## src/rtl/odg_pkg.sv

```systemverilog
// odg_pkg: shared types and constants for the odometry distance gate
// no dependencies

package odg_pkg;

    localparam int SIDE_W = 64;
    localparam logic [SIDE_W-1:0] SIDE_CAP = 64'h4000_0000_0000_0000;

    localparam logic [31:0] TARGET_RST   = 32'd65536;
    localparam logic [31:0] APPROACH_RST = 32'd9830;
    localparam logic [31:0] SCALE_RST    = 32'd429497;
    localparam logic [31:0] TIMEOUT_RST  = 32'd60000;

    typedef enum logic [1:0] {
        ACT_STEP   = 2'd0,
        ACT_START  = 2'd1,
        ACT_CANCEL = 2'd2,
        ACT_RESET  = 2'd3
    } action_t;

    typedef enum logic [1:0] {
        MODE_WAIT     = 2'd0,
        MODE_RUNNING  = 2'd1,
        MODE_TIMEOUT  = 2'd2,
        MODE_COMPLETE = 2'd3
    } mode_t;

    typedef enum logic [2:0] {
        REG_TARGET      = 3'd0,
        REG_APPROACH    = 3'd1,
        REG_LEFT_SCALE  = 3'd2,
        REG_RIGHT_SCALE = 3'd3,
        REG_LEFT_REV    = 3'd4,
        REG_RIGHT_REV   = 3'd5,
        REG_TIMEOUT     = 3'd6
    } reg_index_t;

    typedef struct packed {
        logic [31:0]        elapsed;
        logic signed [31:0] travelled;
        logic [31:0]        remaining;
        logic               approach;
        logic               timed_out;
        logic               reached;
    } gate_res_t;

endpackage

```

## src/rtl/odg_side.sv

```systemverilog
// odg_side: signed Q48.16 distance of one wheel from its encoder delta
// depends on odg_pkg

module odg_side import odg_pkg::*; #(
    parameter int COUNT_BITS = 32
) (
    input  logic [COUNT_BITS-1:0] count,
    input  logic [COUNT_BITS-1:0] origin,
    input  logic [31:0]           scale,
    input  logic                  reverse,
    output logic signed [SIDE_W-1:0] side
);

    localparam int NCH    = (COUNT_BITS + 31) / 32;
    localparam int MAG_W  = NCH * 32;
    localparam int PROD_W = MAG_W + 32;

    logic [COUNT_BITS-1:0] delta;
    logic [COUNT_BITS-1:0] mag;
    logic [MAG_W-1:0]      mag_ext;
    logic [63:0]           part [NCH];
    logic [PROD_W-1:0]     prod;
    logic [PROD_W-1:0]     shifted;
    logic [SIDE_W-2:0]     mag_cap;
    logic                  neg;

    assign delta   = count - origin;
    assign neg     = delta[COUNT_BITS-1];
    assign mag     = neg ? (~delta + 1'b1) : delta;
    assign mag_ext = MAG_W'(mag);

    for (genvar i = 0; i < NCH; i++) begin : g_part
        assign part[i] = 64'(mag_ext[i*32 +: 32]) * 64'(scale);
    end

    always_comb begin
        prod = '0;
        for (int i = 0; i < NCH; i++) begin
            prod = prod + (PROD_W'(part[i]) << (32 * i));
        end
    end

    assign shifted = prod >> 16;
    assign mag_cap = (shifted > PROD_W'(SIDE_CAP)) ? SIDE_CAP[SIDE_W-2:0]
                                                   : shifted[SIDE_W-2:0];

    assign side = (neg ^ reverse) ? -$signed({1'b0, mag_cap}) : $signed({1'b0, mag_cap});

endmodule

```

## config.mk

```make
export PLATFORM = sky130hd
export DESIGN_NAME = odg_side
export DESIGN_NICKNAME = d
export VERILOG_FILES = /design/src/rtl/odg_pkg.sv /design/src/rtl/odg_side.sv
export SDC_FILE = /design/constraint.sdc
export NUM_CORES = 2
export LEC_CHECK = 0
export BUFFER_PORTS_ARGS = -buffer_cell sky130_fd_sc_hd__clkbuf_2
export CORE_ASPECT_RATIO = 1.25
export CORE_MARGIN = 2
export CORE_UTILIZATION = 57
export DETAILED_ROUTE_END_ITERATION = 8
export PLACE_DENSITY_LB_ADDON = 0.2
export SETUP_SLACK_MARGIN = 0.2
export SYNTH_ARGS = -nofsm -noshare
export SYNTH_HDL_FRONTEND = slang
export SYNTH_SLANG_ARGS = --single-unit
export TNS_END_PERCENT = 1
```

## constraint.sdc

```tcl
create_clock -name vclk -period 22.4
set_input_delay 1.12 -clock vclk [all_inputs]
set_output_delay 1.12 -clock vclk [all_outputs]
set_load 0.005 [all_outputs]
```

---- After elaboration in Yosys (flattened, before gate mapping) ----
Index checks and enable logic that the tools add are counted.
Widths: inputs -> output; s select.
storage, ports and cells
  bits in registers ....................... 0
  bits in latches ......................... 0
  memory bits (writable) .................. 0
  memory bits (read-only) ................. 0
  input bits .............................. 97
  output and inout bits ................... 64
  logic and storage cells ................. 10
  memories ................................ 0
operators by class
  add/sub/neg operators ................... 3
  multipliers ............................. 1
  divide/modulo/power cells ............... 0
  magnitude comparators ................... 1
  equal/unequal tests ..................... 0
  shift-type cells ........................ 0
  muxes and demuxes ....................... 3
  bitwise gates (word level) .............. 2
  reduce and logical (&&, ||, !) cells .... 0
operator list
  kind                   count
  $mul 32x32->64         1
  $mux 64                1
  $neg 63->64            1
  $gt 48x63->1 const B   1
  $mux 63                1
  $add 32x1->32 const B  1
  $mux 32                1
  $not 32->32            1
  $sub 32x32->32         1
  $xor 1x1->1            1

---- Longest topological paths before layout ----
  depth after elaboration ................. 9
  depth in mapped cells ................... 48
  mapped depth without buffers ............ 44

---- Worst setup path after synthesis ----
OpenSTA, ideal clock, no wires.
  path type ............................... input -> output
  start point ............................. input port count[0]
  end point ............................... output port side[59]
  data arrival time ....................... 11,945 ps
  required time ........................... 21,280 ps
  path slack .............................. 9,335 ps
  cell stages on the path ................. 46
  path buffers ............................ 5
  cells stage by stage .................... inv_1 ha_1 fa_1 nor2b_1 o21a_1 o21ai_1 a21o_1 o31a_1 o21a_1 xnor2_1 nor4_1 nand3_1 or4b_1 nor3_1 buf_2 nand2_1 fa_1 inv_1 (+10 left out) inv_1 ha_1 clkbuf_1 nand2_1 or3_1 clkbuf_1 nor2_1 nand2_1 or4_1 o211ai_1 inv_1 a21boi_0 o211ai_1 nor4_1 nor2b_1 buf_2 buf_4 a41oi_1
between the ends
  longest elaborated chain between the ends .. 9
  elaborated cells on any way between the ends .. 10
  those cells by class .................... 3 x add/sub; 1 x mul; 1 x order compare; 3 x mux; 2 x bitwise
ends and longest elaborated chain
  element             RTL line        RTL
  start, declared     odg_side.sv:7   input logic [COUNT_BITS-1:0] count,
  $sub 32x32->32 (*)  odg_side.sv:27  assign delta = count - origin;
  $not 32->32         odg_side.sv:29  assign mag = neg ? (~delta + 1'b1) : delta;
  $add 32x1->32       odg_side.sv:29
  $mux 32             odg_side.sv:29
  $mul 32x32->64      odg_side.sv:33  assign part[i] = 64'(mag_ext[i*32 +: 32]) * 64'(scale);
  $gt 48x63->1        odg_side.sv:44  assign mag_cap = (shifted > PROD_W'(SIDE_CAP)) ? SIDE_CAP[SIDE_W-2:0]
  $mux 63             odg_side.sv:44
  $neg 63->64         odg_side.sv:47  assign side = (neg ^ reverse) ? -$signed({1'b0, mag_cap}) : $signed({1'b0, mag_cap});
  $mux 64 (*)         odg_side.sv:47
  end, declared       odg_side.sv:11  output logic signed [SIDE_W-1:0] side
Mark *: on every way between the ends. The rest lies on a longest branch, timed or not.

---- Worst setup path in the final report ----
  start point ............................. input port count[0]
  end point ............................... output port side[49]
The elaborated chain is that of the path after synthesis.

==> reports/metrics.csv <==
stage,metric,value,unit
clocking,cts_setup_buffers,0,
clocking,cts_hold_buf,0,
clocking,cts_resized,0,
cells_and_area,sequential_cell_total,0,
routing,drt_iter0_drc,1774,
floorplanning,fp.dieW,235,µm
floorplanning,initial_core_util,0.578,
routing,wl_per_cell,19.3,µm
routing,viasPerCell,5.70,
routing,dr.pass1.iters,5,
cells_and_area,nNetsFinal,5748,
worst_setup_path,critical_path_class,input pin to primary output,
sta,finalCritPeriodShare,0.690,
floorplanning,fp.coreArea,66000,µm²
worst_hold_path,holdPathStages,5,
sta,relSlewSlack,0.257,
synth,yosysWarnings,0,
cells_and_area,layout_commonest_cell,inv_1,
sta,worstMarginPinSlew,1.10,ns
routing,vias,30300,
routing,ant_nets,0,
worst_setup_path,worst-endpoint-required,21.28,ns
global_routing,grt.overflow.total,0,
worst_hold_path,hold_start,reverse,
floorplanning,die_h,293,µm
synth,syn-instance-count,4505,
worst_setup_path,critPathMaxStageDelay,0.84,ns
synth,synth_cell_types,92,
global_routing,grt_pass1_wl,171,mm
flow_run,max_cap_violations,0,
synth,synthesis.area_per_instance,8.46,µm²
worst_hold_path,holdPathEnd,side[2],
sta,slew_violations,0,
sta,hold_viol,0,
global_routing,antenna_found_initial,2,
sta,clock.fmax,64.7,MHz
cells_and_area,layout_common_cells,"inv_1, fa_1, nand2_1",
synth,syn_area,38100,µm²
global_routing,grt_pass1_vias,32900,
placement,globalplace.congestion,1.03,
cells_and_area,syn_to_final_growth,3.80,%
placement,portBuffers,161,
sta,fin_crit,15.46,ns
global_routing,grt.total_usage,0.310,
sta,rsz0062_at_grt,no,
global_routing,grt_start_max_net_pins,53,
run_status,outcome,"finished, final reports clean",
worst_setup_path,path_max_fanout,32,
floorplanning,num_rows,105,
worst_setup_path,critPathSlowestCell,nor2b_1,
routing,wirelength,103,mm
cells_and_area,drive_gt1_frac,0.0605,
worst_setup_path,worst_path_most_repeated_cell,fa_1,
synth,ys_seq_area_frac,0,
worst_setup_path,critPathArrivalTime,14.34,ns
floorplanning,dieArea,68900,µm²
sta,setup_viol_count_final,0,
worst_setup_path,critPathCaptureType,primary output,
worst_hold_path,hp-class,input pin to primary output,
synth,synth_fp_nets,5791,
cells_and_area,diodes,0,
cells_and_area,regArea,0,µm²
placement,dp_hpwl,85.5,mm
floorplanning,ios,161,
cells_and_area,clkbuf_count,0,
worst_setup_path,start_kind,input pin,
routing,drc,0,
sta,fin_setup_tns,0,ns
-- layout make-up --
| cell class | instances | area (µm²) |
|---|---|---|
| tap | 856 | 1070 |
| timing repair buffer | 199 | 1090 |
| inverter | 977 | 3670 |
| multi-input combinational | 3284 | 33700 |
| fill | 6031 | 26400 |
-- through the flow --
stage          setup WS (ns)  instance area, µm²  cells  hold WS, ns  utilization
2_1_floorplan           9.34               38100   4505         2.51            -
3_3_place_gp            7.25               39500   5316         2.85        0.600
3_5_place_dp            7.16               39500   5316         2.85        0.600
4_1_cts                 7.09               39500   5316         2.86        0.600
5_1_grt                 6.09               39500   5316         2.92        0.600
6_report                6.94               39500   5316         2.87        0.600
-- synth_stat cells (24+ instances only) --
cell type | number | area share
a21o_1 | 51 | 0.010
a21oi_1 | 146 | 0.019
a41oi_1 | 24 | 0.0055
and2_1 | 478 | 0.078
clkbuf_1 | 229 | 0.023
fa_1 | 896 | 0.47
ha_1 | 293 | 0.096
inv_1 | 977 | 0.096
nand2_1 | 635 | 0.063
nand3_1 | 34 | 0.0045
nand4_1 | 32 | 0.0053
nor2_1 | 111 | 0.011
nor2b_1 | 39 | 0.0064
nor3_1 | 33 | 0.0043
o21ai_0 | 82 | 0.011
xnor2_1 | 86 | 0.020
xor2_1 | 49 | 0.011
-- layer usage --
metal | GRT usage | vias up | share of wire
met1 | 0.404 | 15500 | 0.40
met5 | 0 | - | 0
met2 | 0.546 | 1038 | 0.50
li1 | - | 13500 | -
met4 | 0.0836 | 0 | 0.031
met3 | 0.0398 | 198 | 0.067
-- critical path: cells and delay by family --
kind / cells / cell delay, ns
fa+ha+maj: 11 / 5.09
simple gates: 13 / 4.51
compound gates: 12 / 2.91
buf+inv: 7 / 0.51
xor+xnor: 1 / 0.16
-- worst max-delay path by stage --
stage / cells past startpoint / from / to / slack (ns)
floorplan: 46 / count[0] / side[59] / 9.34
global placement: 44 / count[0] / side[53] / 7.25
detailed placement: 44 / count[0] / side[51] / 7.16
global route: 44 / count[0] / side[59] / 6.09
finish: 44 / count[0] / side[49] / 6.94
CTS: 44 / count[0] / side[51] / 7.09
-- logic make-up after synthesis --
logic type,after synthesis,share of synthesized area
simple gates,1465,0.193
buf+inv,1221,0.121
fa+ha+maj,1189,0.567
compound gates,492,0.0864
xor+xnor,136,0.0315
mux,2,0.000558
Power is left out: the tool's default activity adds up to more than one toggle a clock period on the data nets, which glitch-free logic cannot reach.
