===== config.mk =====
export PLATFORM = sky130hd
export DESIGN_NAME = odg_gate
export DESIGN_NICKNAME = d
export VERILOG_FILES = /design/src/rtl/odg_pkg.sv /design/src/rtl/odg_gate.sv
export SDC_FILE = /design/constraint.sdc
export NUM_CORES = 1
export LEC_CHECK = 0
export ABC_AREA = 1
export BUFFER_PORTS_ARGS = -buffer_cell sky130_fd_sc_hd__buf_4
export CORE_MARGIN = 3
export CORE_UTILIZATION = 33
export DETAILED_ROUTE_END_ITERATION = 10
export GPL_TIMING_DRIVEN = 0
export MAX_ROUTING_LAYER = met4
export PLACE_DENSITY = 0.51
export SLEW_MARGIN = 20
export SYNTH_ARGS = -nofsm -noshare
export SYNTH_HDL_FRONTEND = slang
export SYNTH_SLANG_ARGS = --single-unit

===== constraint.sdc =====
create_clock -name vclk -period 23.4
set_input_delay 2.34 -clock vclk [all_inputs]
set_output_delay 2.34 -clock vclk [all_outputs]
set_load 0.005 [all_outputs]

===== src/rtl/odg_pkg.sv =====
// odg_pkg: shared types and constants for the odometry distance gate
// no dependencies

package odg_pkg;

    localparam int SIDE_W = 64;
    localparam logic [SIDE_W-1:0] SIDE_CAP = 64'h4000_0000_0000_0000;

    localparam logic [31:0] TARGET_RST   = 32'd65536;
    localparam logic [31:0] APPROACH_RST = 32'd9830;
    localparam logic [31:0] SCALE_RST    = 32'd429497;
    localparam logic [31:0] TIMEOUT_RST  = 32'd60000;

    typedef enum logic [1:0] {
        ACT_STEP   = 2'd0,
        ACT_START  = 2'd1,
        ACT_CANCEL = 2'd2,
        ACT_RESET  = 2'd3
    } action_t;

    typedef enum logic [1:0] {
        MODE_WAIT     = 2'd0,
        MODE_RUNNING  = 2'd1,
        MODE_TIMEOUT  = 2'd2,
        MODE_COMPLETE = 2'd3
    } mode_t;

    typedef enum logic [2:0] {
        REG_TARGET      = 3'd0,
        REG_APPROACH    = 3'd1,
        REG_LEFT_SCALE  = 3'd2,
        REG_RIGHT_SCALE = 3'd3,
        REG_LEFT_REV    = 3'd4,
        REG_RIGHT_REV   = 3'd5,
        REG_TIMEOUT     = 3'd6
    } reg_index_t;

    typedef struct packed {
        logic [31:0]        elapsed;
        logic signed [31:0] travelled;
        logic [31:0]        remaining;
        logic               approach;
        logic               timed_out;
        logic               reached;
    } gate_res_t;

endpackage


===== src/rtl/odg_gate.sv =====
// odg_gate: averages the two sides and forms remaining, approach and exit tests
// depends on odg_pkg

module odg_gate import odg_pkg::*; (
    input  logic signed [SIDE_W-1:0] left_side,
    input  logic signed [SIDE_W-1:0] right_side,
    input  logic [31:0]              now_time,
    input  logic [31:0]              start_time,
    input  logic [31:0]              target_distance,
    input  logic [31:0]              approach_distance,
    input  logic [31:0]              timeout_limit,
    output gate_res_t                res
);

    logic signed [SIDE_W:0]   sum;
    logic signed [SIDE_W:0]   half;
    logic signed [31:0]       avg;
    logic signed [33:0]       diff;
    logic [31:0]              rem;
    logic [31:0]              elapsed;
    logic                     fits;
    logic                     reached;

    assign sum  = {left_side[SIDE_W-1], left_side} + {right_side[SIDE_W-1], right_side};
    assign half = (sum >>> 1) + ((sum[SIDE_W] && sum[0]) ? 1 : 0);
    assign fits = (half[SIDE_W:31] == {(SIDE_W - 30){half[31]}});
    assign avg  = fits ? half[31:0] : (half[SIDE_W] ? 32'sh8000_0000 : 32'sh7FFF_FFFF);

    assign diff    = $signed({2'b00, target_distance}) - 34'(avg);
    assign reached = diff[33] || (diff == '0);
    assign rem     = reached ? '0 : (diff[32] ? 32'hFFFF_FFFF : diff[31:0]);
    assign elapsed = now_time - start_time;

    always_comb begin
        res.elapsed   = elapsed;
        res.travelled = avg;
        res.remaining = rem;
        res.approach  = (rem <= approach_distance);
        res.timed_out = (elapsed >= timeout_limit);
        res.reached   = reached;
    end

endmodule


-- After elaboration in Yosys (flattened, before gate mapping)
Index checks and enable logic that the tools add are counted.
- logic and storage cells: 15
- input bits: 288
- register bits after elaboration: 0
- output and inout port bits: 99
- eq/ne operators: 1
- $add $sub $neg: 4
- multiplexer cells: 5
- reduce and logical (&&, ||, !) cells: 3
- magnitude comparators: 2
- operators with widths (operator ; number):
    $mux W32 ; 4
    $add A64 B2 Y65 ; 1
    $add A64 B64 Y65 ; 1
    $logic_not A34 Y1 ; 1
    $sub A33 B32 Y34 ; 1
    $eq A33 B33 Y1 ; 1
    $ge A32 B32 Y1 ; 1
    $le A32 B32 Y1 ; 1
    $sub A32 B32 Y32 ; 1
    $logic_and A1 B1 Y1 ; 1
    $logic_or A1 B1 Y1 ; 1
    $mux W1 ; 1

-- Depth between registers and ports, before layout
Gate-level depths: netlist of run 1.
- depth after elaboration: 11
- gate-level depth with buffers: 72
- mapped depth without buffers: 70

-- Least setup slack after synthesis of run 1
No wires, ideal clock.
- path kind: in2out
- start point: input port left_side[0]
- end point: output port res[2] in the netlist's numbering
- data arrival time: 10.356 ns
- setup slack: 10.704 ns
- stages on the path: 64
- data required time: 21.060 ns
- path through: ha_1 inv_1 fa_1 inv_1 nand3_4 nand2_2 nand2_1 nand2_1 nand2_1 nand2_2 nand2_2 nand2_1 nand2_1 nand3_1 nand2_1 nor2_1 ha_1 ha_1 [... 28 more ...] o21bai_1 a21oi_1 o21bai_1 xor2_1 nor2_1 nand2_1 nor2_1 nand3_1 o21ai_2 buf_4 a21oi_1 ha_1 nand4_1 nor3_1 inv_1 nor4_1 nand2_1 a32o_1
- RTL lines (what ; line ; RTL):
    start, declared ; odg_gate.sv:5 ; input logic signed [SIDE_W-1:0] left_side,
    end, declared ; odg_gate.sv:12 ; output gate_res_t res

==> results of run 1 <==
layout make-up:
type               instances  share of cell area, %
plain buffers             23                 0.9706
inverters                620                  11.50
multi-input cells       2648                  69.07
well taps                664                  4.105
repair buffers           387                  14.35
per-stage QoR:
step,instance area (µm²),hold slack (ns)
after floorplan,16500,4.838
after global placement,20240,5.100
after detailed placement,20240,5.108
after CTS,20240,5.108
after global routing,20240,5.115
final,20240,5.094
cells by family after synthesis:
logic type,after synthesis
AND/OR/NAND/NOR,2084
AO/OA/AOI/OAI,274
buffers and inverters,643
XOR/XNOR,93
adder cells (fa/ha/maj),197
Yosys cell counts, types with 8 or more instances:
library cell,number
a21boi_0,10
a21o_1,12
a21oi_1,146
a31oi_1,9
buf_6,11
ha_1,194
inv_1,561
inv_2,56
nand2_1,1207
nand2_2,78
nand3_1,245
nand3_2,37
nand4_1,63
nor2_1,356
nor2_2,35
nor2_4,14
nor3_1,24
nor4_1,9
o21ai_0,46
o21ai_1,8
o21bai_1,12
xnor2_1,37
xor2_1,55
worst max-delay path, delay by kind of cell:
family                     cells  cell delay (ns)
AOI/OAI and AO/OA              9             2.39
and+or+nand+nor               40             5.50
buffers and inverters          9             1.10
xor gates and xnor gates       1             0.13
adders and majority gates      6             1.80
power by group through the flow:
| stage | Clock, mW | Sequential [mW] | Combinational [mW] |
|---|---|---|---|
| after floorplan | 0 | 0 | 0.520 |
| after global placement | 0 | 0 | 0.823 |
| after detailed placement | 0 | 0 | 0.832 |
| after CTS | 0 | 0 | 0.835 |
| after global routing | 0 | 0 | 0.938 |
| final | 0 | 0 | 0.838 |
worst paths after layout:
path,start,end,slack (ns),cells past startpoint
min,now_time[1],res[68],5.09,3
max,left_side[0],res[2],7.80,65
per-layer routing:
layer  up-vias  track usage [%]  wire [µm]
met2       561            45.03      32690
met1      9432            35.89      34570
met3        88           0.6965       2819
met4         0            6.216       2103
li1      11060                -          -
met5         -                -          0
==> results.md, run 1 <==
* Core area at 0.04915 mm²
* Register area at 0 µm²
* Share of layout cells above drive strength 1 at 17.56%
* DRC at 0
* Routability Congestion at 0.9926
* Layout fillers at 5687
* CTS Hold Bufs at 0
* Hold Fails Final Rpt at 0
* Synth Area in Simple Gates at 55.00%
* Min setup slack post-route at 7.796 ns
* RSZ-0062 raised after global routing: no
* Fin util at 41.18%
* PD cells at 41.39 mW/mm²
* Routed WL per cell at 16.63 µm
* MaxCap Viol Count at 0
* Post-Synth XOR/XNOR Area at 4.981%
* Yosys top cell by area: nand2_1
* Post-synthesis mux area share at 0%
* Commonest non-fill, non-tap cells in the layout: 1207 x nand2_1, 561 x inv_1, 393 x buf_4
* Synth unique cells at 49
* Syn nets at 3776
* Setup Buffers After CTS at 0
* Warnings, synthesis at 0
* Post-Synth Adder-Cell Area at 15.07%
* Seq_cells at 0
* Post-CTS Resized at 0
* Initial Util at 33.58%
* TNS Setup at 0 ns
* Die area at 0.05273 mm²
* Slew headroom at 56.83%
* DR vias/cell at 4.869
* Max VDD drop at 0.01561 mV
* Sequential share of power at 0%
* Max Freq at 64.09 MHz
* Final-report max-slew violation count at 0
* Clk network pwr share at 0%
* Switching share of power at 62.46%
* Largest stage delay, worst path at 0.55 ns
* DIE HEIGHT at 229.6 µm
* Comb power frac at 100.0%
* Final min period at 15.60 ns
* Most common cell after layout, fill and taps aside: nand2_1
* Synth-to-layout area growth at 22.64%
* Rows at 81
* Max FO, Critical Path at 10
* Via count at 21140
* Final critical-path share of the clock period at 66.68%
* CP Launch Type: primary input
* Final wirelength at 72.19 mm
* Initial DRC count at 1112
* Slowest CP cell: o21ai_0
* Syn Std Cell Area at 0.01650 mm²
* Actual slew at the worst max-slew pin at 0.6408 ns
* Data arrival, critical path at 13.26 ns
* Sequential share of the synthesized area at 0%
* Multi-input gate area at 0.01398 mm²
* Main area contributors after synthesis: nand2_1 27%, ha_1 15%, inv_1 13%, nor2_1 8.1%, nand3_1 7.4%
* CP dominant cell by count: nand2_1
* IO buf count at 387
* Total gr overflow at 0
* DP HPWL at 66.12 mm
* Chip width at 229.6 µm
* Antenna violations before repair at 0
* All-Layer GR Usage at 26.82%
* Cell internal pwr at 0.3144 mW
* First-pass GRT wire length at 109.7 mm
* Antenna Cells at 0
* Net switching power at 0.5232 mW
* Nets at 4165
* Status: finished, final reports clean
* Drt pass-1 iters at 5
* I/O Pins at 387
* Final setup vio count at 0
* Total Power at 0.8376 mW
* Largest family of logic cells by synthesized area: simple AND/OR/NAND/NOR gates
* Place WS at 7.729 ns
* Share of Yosys cell area claimed by the top area cell type at 27.45%
* Cells after Synth at 3291
* Static Leakage at 11.83 nW
* Complex-gate fraction of the synthesized area at 9.659%
* Routed Antenna Nets at 0
* Worst setup EP type: output port
* Class of the worst hold path: primary input to output port
* Critical path class: primary input to output port
* Clkbuf count at 0
* Worst Path Required at 21.06 ns
* Largest net degree at the start of global routing at 11
* Vias in the first global route at 20180
* Mean Syn Cell Area at 5.015 µm²
* Placed insts at 4342
* Final cell count without fillers at 4342
Power figures use the tool's default switching activity.
==> inputs of run 2 (changes only) <==
--- a/config.mk
+++ b/config.mk
@@ -5,14 +5,14 @@
 export SDC_FILE = /design/constraint.sdc
 export NUM_CORES = 1
 export LEC_CHECK = 0
-export ABC_AREA = 1
+export ABC_AREA = 0
 export BUFFER_PORTS_ARGS = -buffer_cell sky130_fd_sc_hd__buf_4
 export CORE_MARGIN = 3
 export CORE_UTILIZATION = 33
 export DETAILED_ROUTE_END_ITERATION = 10
 export GPL_TIMING_DRIVEN = 0
 export MAX_ROUTING_LAYER = met4
-export PLACE_DENSITY = 0.51
+export PLACE_DENSITY = 0.54
 export SLEW_MARGIN = 20
 export SYNTH_ARGS = -nofsm -noshare
 export SYNTH_HDL_FRONTEND = slang
==> constraint.sdc (replaced) <==
create_clock -name vclk -period 15.2
set_input_delay 1.52 -clock vclk [all_inputs]
set_output_delay 1.52 -clock vclk [all_outputs]
set_load 0.005 [all_outputs]
==> run 2 against run 1 <==
Compared with the run above: the run now ends with negative setup slack left; non-clock buffer count increased by 82; design area decreased by 19%; final cell count decreased by 40%; core utilization increased by 5.9 points; hold slack got worse by 1.7 ns.
==> results.md, run 2 <==
* Critical path class: primary input to output port
* Share of Yosys cell area claimed by the top area cell type at 20.81%
* Final wirelength at 45.57 mm
* Chip width at 194.0 µm
* Sequential share of the synthesized area at 0%
* DP HPWL at 39.41 mm
* Syn nets at 2185
* IO buf count at 387
* Max Freq at 62.29 MHz
* DIE HEIGHT at 194.0 µm
* Placed cell area at 0.01525 mm²
* Core area at 0.03471 mm²
* Total gr overflow at 0
* Synth unique cells at 84
* Antenna Cells at 0
* Antenna violations before repair at 0
* Final-report max-slew violation count at 0
* Via count at 14060
* Actual slew at the worst max-slew pin at 1.089 ns
* I/O Pins at 387
* Yosys top cell by area: ha_1
* Data arrival, critical path at 14.53 ns
* DRC at 0
* Synth cell count leaders: 194 x ha_1, 159 x a21oi_1, 144 x inv_1, 126 x nand2_1, 104 x nor2_1
* Final critical-path share of the clock period at 105.6%
* Worst setup EP type: output port
* RSZ-0062 raised after global routing: yes
* Vias in the first global route at 13850
* Largest net degree at the start of global routing at 12
* Complex-gate fraction of the synthesized area at 26.52%
* Clkbuf count at 0
* Min setup slack post-route at -0.8548 ns
* Seq_cells at 0
* Main area contributors after synthesis: ha_1 21%, xnor2_1 7.3%, a21oi_1 6.8%, inv_1 4.6%, nand2_1 4.1%
* Place WS at -3.055 ns
* Most common cell after layout, fill and taps aside: buf_4
* CP Launch Type: primary input
* Worst Path Required at 13.68 ns
* DR vias/cell at 5.422
* Routed WL per cell at 17.57 µm
* Share of layout cells above drive strength 1 at 28.19%
* Most frequent cell after synthesis: ha_1
* Post-Synth XOR/XNOR Area at 10.89%
* Post-Synth Adder-Cell Area at 21.33%
* Class of the worst hold path: primary input to output port
* Final setup vio count at 1
* Commonest non-fill, non-tap cells in the layout: 444 x buf_4, 179 x ha_1, 143 x inv_1
* Synth-to-layout area growth at 40.15%
* Routed Antenna Nets at 0
* Max VDD drop at 0.03746 mV
* Post-synthesis mux area share at 6.544%
* PD cells at 60.04 mW/mm²
* Cells after Synth at 1700
* Status: finished, violations left
* Die area at 0.03763 mm²
* Hold path cells at 4
* Hold Fails Final Rpt at 0
* Register area at 0 µm²
* Largest stage delay, worst path at 0.44 ns
* Max FO, Critical Path at 10
* Critical Path Start: right_side[0]
* Final min period at 16.05 ns
* Final instance area at 0.01634 mm²
* Largest family of logic cells by synthesized area: simple AND/OR/NAND/NOR gates
* Initial Util at 33.60%
* Mean Syn Cell Area at 6.860 µm²
* First-pass GRT wire length at 71.08 mm
* Syn Std Cell Area at 0.01166 mm²
* Failing checks: negative setup slack
* Warnings, synthesis at 0
* CP Capture Point: res[2]
* Synth Area in Simple Gates at 28.10%
* MaxCap Viol Count at 0
* CP dominant cell by count: a21oi_2
* Routability Congestion at 0.9256
* Nets at 2626
* Static Leakage at 7.703 nW
* Slew headroom at 26.89%
* Slowest CP cell: o41a_1
* All-Layer GR Usage at 22.98%
* Initial DRC count at 542
* Drt pass-1 iters at 5
* Rows at 68
-- run 2: worst max-delay path: cells and delay by family --
family | cells | cell delay, ns
AOI/OAI and AO/OA | 33 | 6.45
xor gates and xnor gates | 2 | 0.35
adders and majority gates | 6 | 1.29
buffers and inverters | 8 | 1.13
muxes | 2 | 0.34
and+or+nand+nor | 21 | 3.41
-- run 2: per-layer routing --
metal	track usage, %	up-vias	share of wire [%]
met1	28.21	6425	44
met2	41.07	424	48
met5	-	-	0
met4	3.165	0	1.8
met3	3.162	34	6.2
li1	-	7181	-
-- run 2: power breakdown --
| part | leakage (nW) | internal, mW | switching [mW] |
|---|---|---|---|
| Combinational | 7.70 | 0.453 | 0.529 |
| Clock | 0 | 0 | 0 |
| Sequential | 0 | 0 | 0 |
-- run 2: cell families (layout without fill, tap and decap cells) --
family | count (synthesis) | count (layout)
compound gates | 475 | 475
xor+xnor | 145 | 145
fa+ha+maj | 197 | 197
buf+inv | 197 | 636
mux | 72 | 72
simple gates | 614 | 614
-- run 2: through the flow --
stage                     TNS (ns)  power [mW]  util (%)  hold WS [ns]  cells
after global routing        -1.515       1.086     47.08         3.450   2594
final                      -0.8548      0.9813     47.08         3.431   2594
after CTS                   -1.336      0.9382     45.35         3.436   2565
after floorplan                  0      0.5730         -         3.198   1700
after detailed placement    -37.14      0.8978     43.94         3.436   2542
after global placement      -32.94      0.8881     43.92         3.430   2542
-- run 2: worst min path at each step --
stage / end / slack, ns / start
after floorplan: res[67] / 3.20 / start_time[0]
after global placement: res[67] / 3.43 / start_time[0]
after detailed placement: res[67] / 3.44 / start_time[0]
after CTS: res[67] / 3.44 / start_time[0]
after global routing: res[67] / 3.45 / start_time[0]
final: res[67] / 3.43 / start_time[0]
-- run 2: layout make-up --
cell class / count / area (µm²)
plain buffers: 50 / 289.0
fillers: 3623 / 18370
inverters: 144 / 540.5
multi-input cells: 1503 / 11600
well taps: 455 / 569.3
repair buffers: 442 / 3344
-- run 2: what timing repair did --
item	4_1_cts	5_1_grt
resized for setup	67	99
hold buffers	0	0
endpoints found under the setup margin	34	34
buffers inserted	26	29
pin swaps	30	70
==> inputs of run 3 (changes only) <==
--- a/config.mk
+++ b/config.mk
@@ -12,7 +12,7 @@
 export DETAILED_ROUTE_END_ITERATION = 10
 export GPL_TIMING_DRIVEN = 0
 export MAX_ROUTING_LAYER = met4
-export PLACE_DENSITY = 0.54
+export PLACE_DENSITY = 0.56
 export SLEW_MARGIN = 20
 export SYNTH_ARGS = -nofsm -noshare
 export SYNTH_HDL_FRONTEND = slang
==> constraint.sdc (replaced) <==
create_clock -name vclk -period 14.3
set_input_delay 1.43 -clock vclk [all_inputs]
set_output_delay 1.43 -clock vclk [all_outputs]
set_load 0.005 [all_outputs]
==> run 3 against run 2 <==
Compared with the run above: the run still ends with negative setup slack left; final cell count increased by 0.89%; sequential share of layout area unchanged; critical path depth decreased by 3; clock-buffer cell count unchanged; wire length increased by 0.54%; worst setup slack got worse by 0.57 ns; sequential cell count unchanged; hold slack got worse by 0.18 ns; global-route usage decreased by 0.23 points; critical path type unchanged; largest cell class unchanged.
==> results.md, run 3 (synthesis gave the netlist of run 2 again) <==
* Slowest CP cell: or4_4
* First-pass GRT wire length at 70.85 mm
* M1 WL at 19.57 mm
* Core area at 0.03471 mm²
* Final wirelength at 45.82 mm
* Final critical-path share of the clock period at 110.0%
* Chip width at 194.0 µm
* Commonest non-fill, non-tap cells in the layout: 441 x buf_4, 177 x ha_1, 143 x inv_1
* Routability Congestion at 0.9346
* Failing checks: negative setup slack
* RSZ-0062 raised after global routing: yes
* Worst setup EP type: output port
* Nets at 2649
* Vias in the first global route at 13980
* Routed Antenna Nets at 0
* Final setup vio count at 2
* Drt pass-1 iters at 5
* Initial DRC count at 623
* MaxCap Viol Count at 0
* Worst Path Required at 12.87 ns
* CP dominant cell by count: a21oi_2
* Place WS at -3.156 ns
* Rows at 68
* Final-report max-slew violation count at 0
* Min setup slack post-route at -1.426 ns
* Max layer used: met4
* Share of layout cells above drive strength 1 at 30.20%
* PD cells at 67.18 mW/mm²
* Placed insts at 2542
* DRC at 0
* Total gr overflow at 0
* CP Launch Type: primary input
* Register area at 0 µm²
* CTS Hold Bufs at 0
* Final cell count without fillers at 2617
* Largest stage delay, worst path at 0.57 ns
* DR WL met3 at 2.809 mm
* Actual slew at the worst max-slew pin at 1.143 ns
* Routed WL per cell at 17.51 µm
* Largest net degree at the start of global routing at 12
* Max FO, Critical Path at 5
* Seq_cells at 0
* Hold Fails Final Rpt at 0
* Max VDD drop at 0.06521 mV
* DP HPWL at 39.05 mm
* Status: finished, violations left
* Most common cell after layout, fill and taps aside: buf_4
* All-Layer GR Usage at 22.75%
* IO buf count at 387
* Die area at 0.03763 mm²
* Data arrival, critical path at 14.30 ns
* Static Leakage at 7.893 nW
* Synth-to-layout area growth at 44.34%
* Initial Util at 33.60%
* Class of the worst hold path: primary input to output port
* Via count at 14300
* Critical path class: primary input to output port
* DR vias/cell at 5.462
* Final min period at 15.73 ns
* Slew headroom at 23.30%
* Layout fillers at 3513
* Antenna violations before repair at 0
* Met2 wire length at 22.66 mm
* Antenna Cells at 0
* I/O Pins at 387
* Max Freq at 63.59 MHz
* Clkbuf count at 0
* DIE HEIGHT at 194.0 µm
run 3: layout make-up:
class / instances / area [µm²] / share of cell area [%]
buffer: 48 / 281.5 / 1.672
inverter: 144 / 540.5 / 3.211
multi-input combinational: 1503 / 11820 / 70.22
tap: 455 / 569.3 / 3.382
timing repair buffer: 467 / 3622 / 21.52
run 3: final timing paths:
check             slack [ns]      end  depth (start not counted)      startpoint
hold / removal          3.25  res[67]                          4   start_time[0]
setup / recovery       -1.43   res[2]                         69  right_side[27]
run 3: where the power goes:
group	leakage [nW]	internal, mW	switching, mW
clock network	0	0	0
logic	7.89	0.534	0.597
registers	0	0	0
run 3: through the flow:
stage	utilization, %	hold slack, ns	power, mW	setup TNS, ns	area, µm²
after CTS	45.98	3.249	1.016	-1.535	15960
after global placement	44.51	3.222	0.9542	-42.89	15450
after detailed placement	44.53	3.249	0.9651	-45.17	15460
after global routing	48.49	3.255	1.237	-8.116	16830
after floorplan	-	3.018	0.6208	-0.2996	11980
final	48.49	3.248	1.131	-2.134	16830
run 3: repair_timing:
item,in CTS,in global routing
buffers inserted,39,41
endpoints found under the hold margin,0,0
gates resized for setup,53,144
pin swaps,62,71
setup endpoints to repair,34,34
run 3: metal layers:
metal / GRT usage, % / vias up
met1: 27.48 / 6617
met4: 3.271 / 0
met3: 3.579 / 44
li1: - / 7237
met5: - / -
met2: 40.81 / 397
run 3: critical path, delay by kind of cell:
kind / cells / cell delay (ns)
adder cells (fa/ha/maj): 5 / 1.18
multiplexers: 3 / 0.67
XOR/XNOR: 1 / 0.26
AND/OR/NAND/NOR: 24 / 4.50
buffers and inverters: 6 / 0.87
AO/OA/AOI/OAI: 30 / 5.34
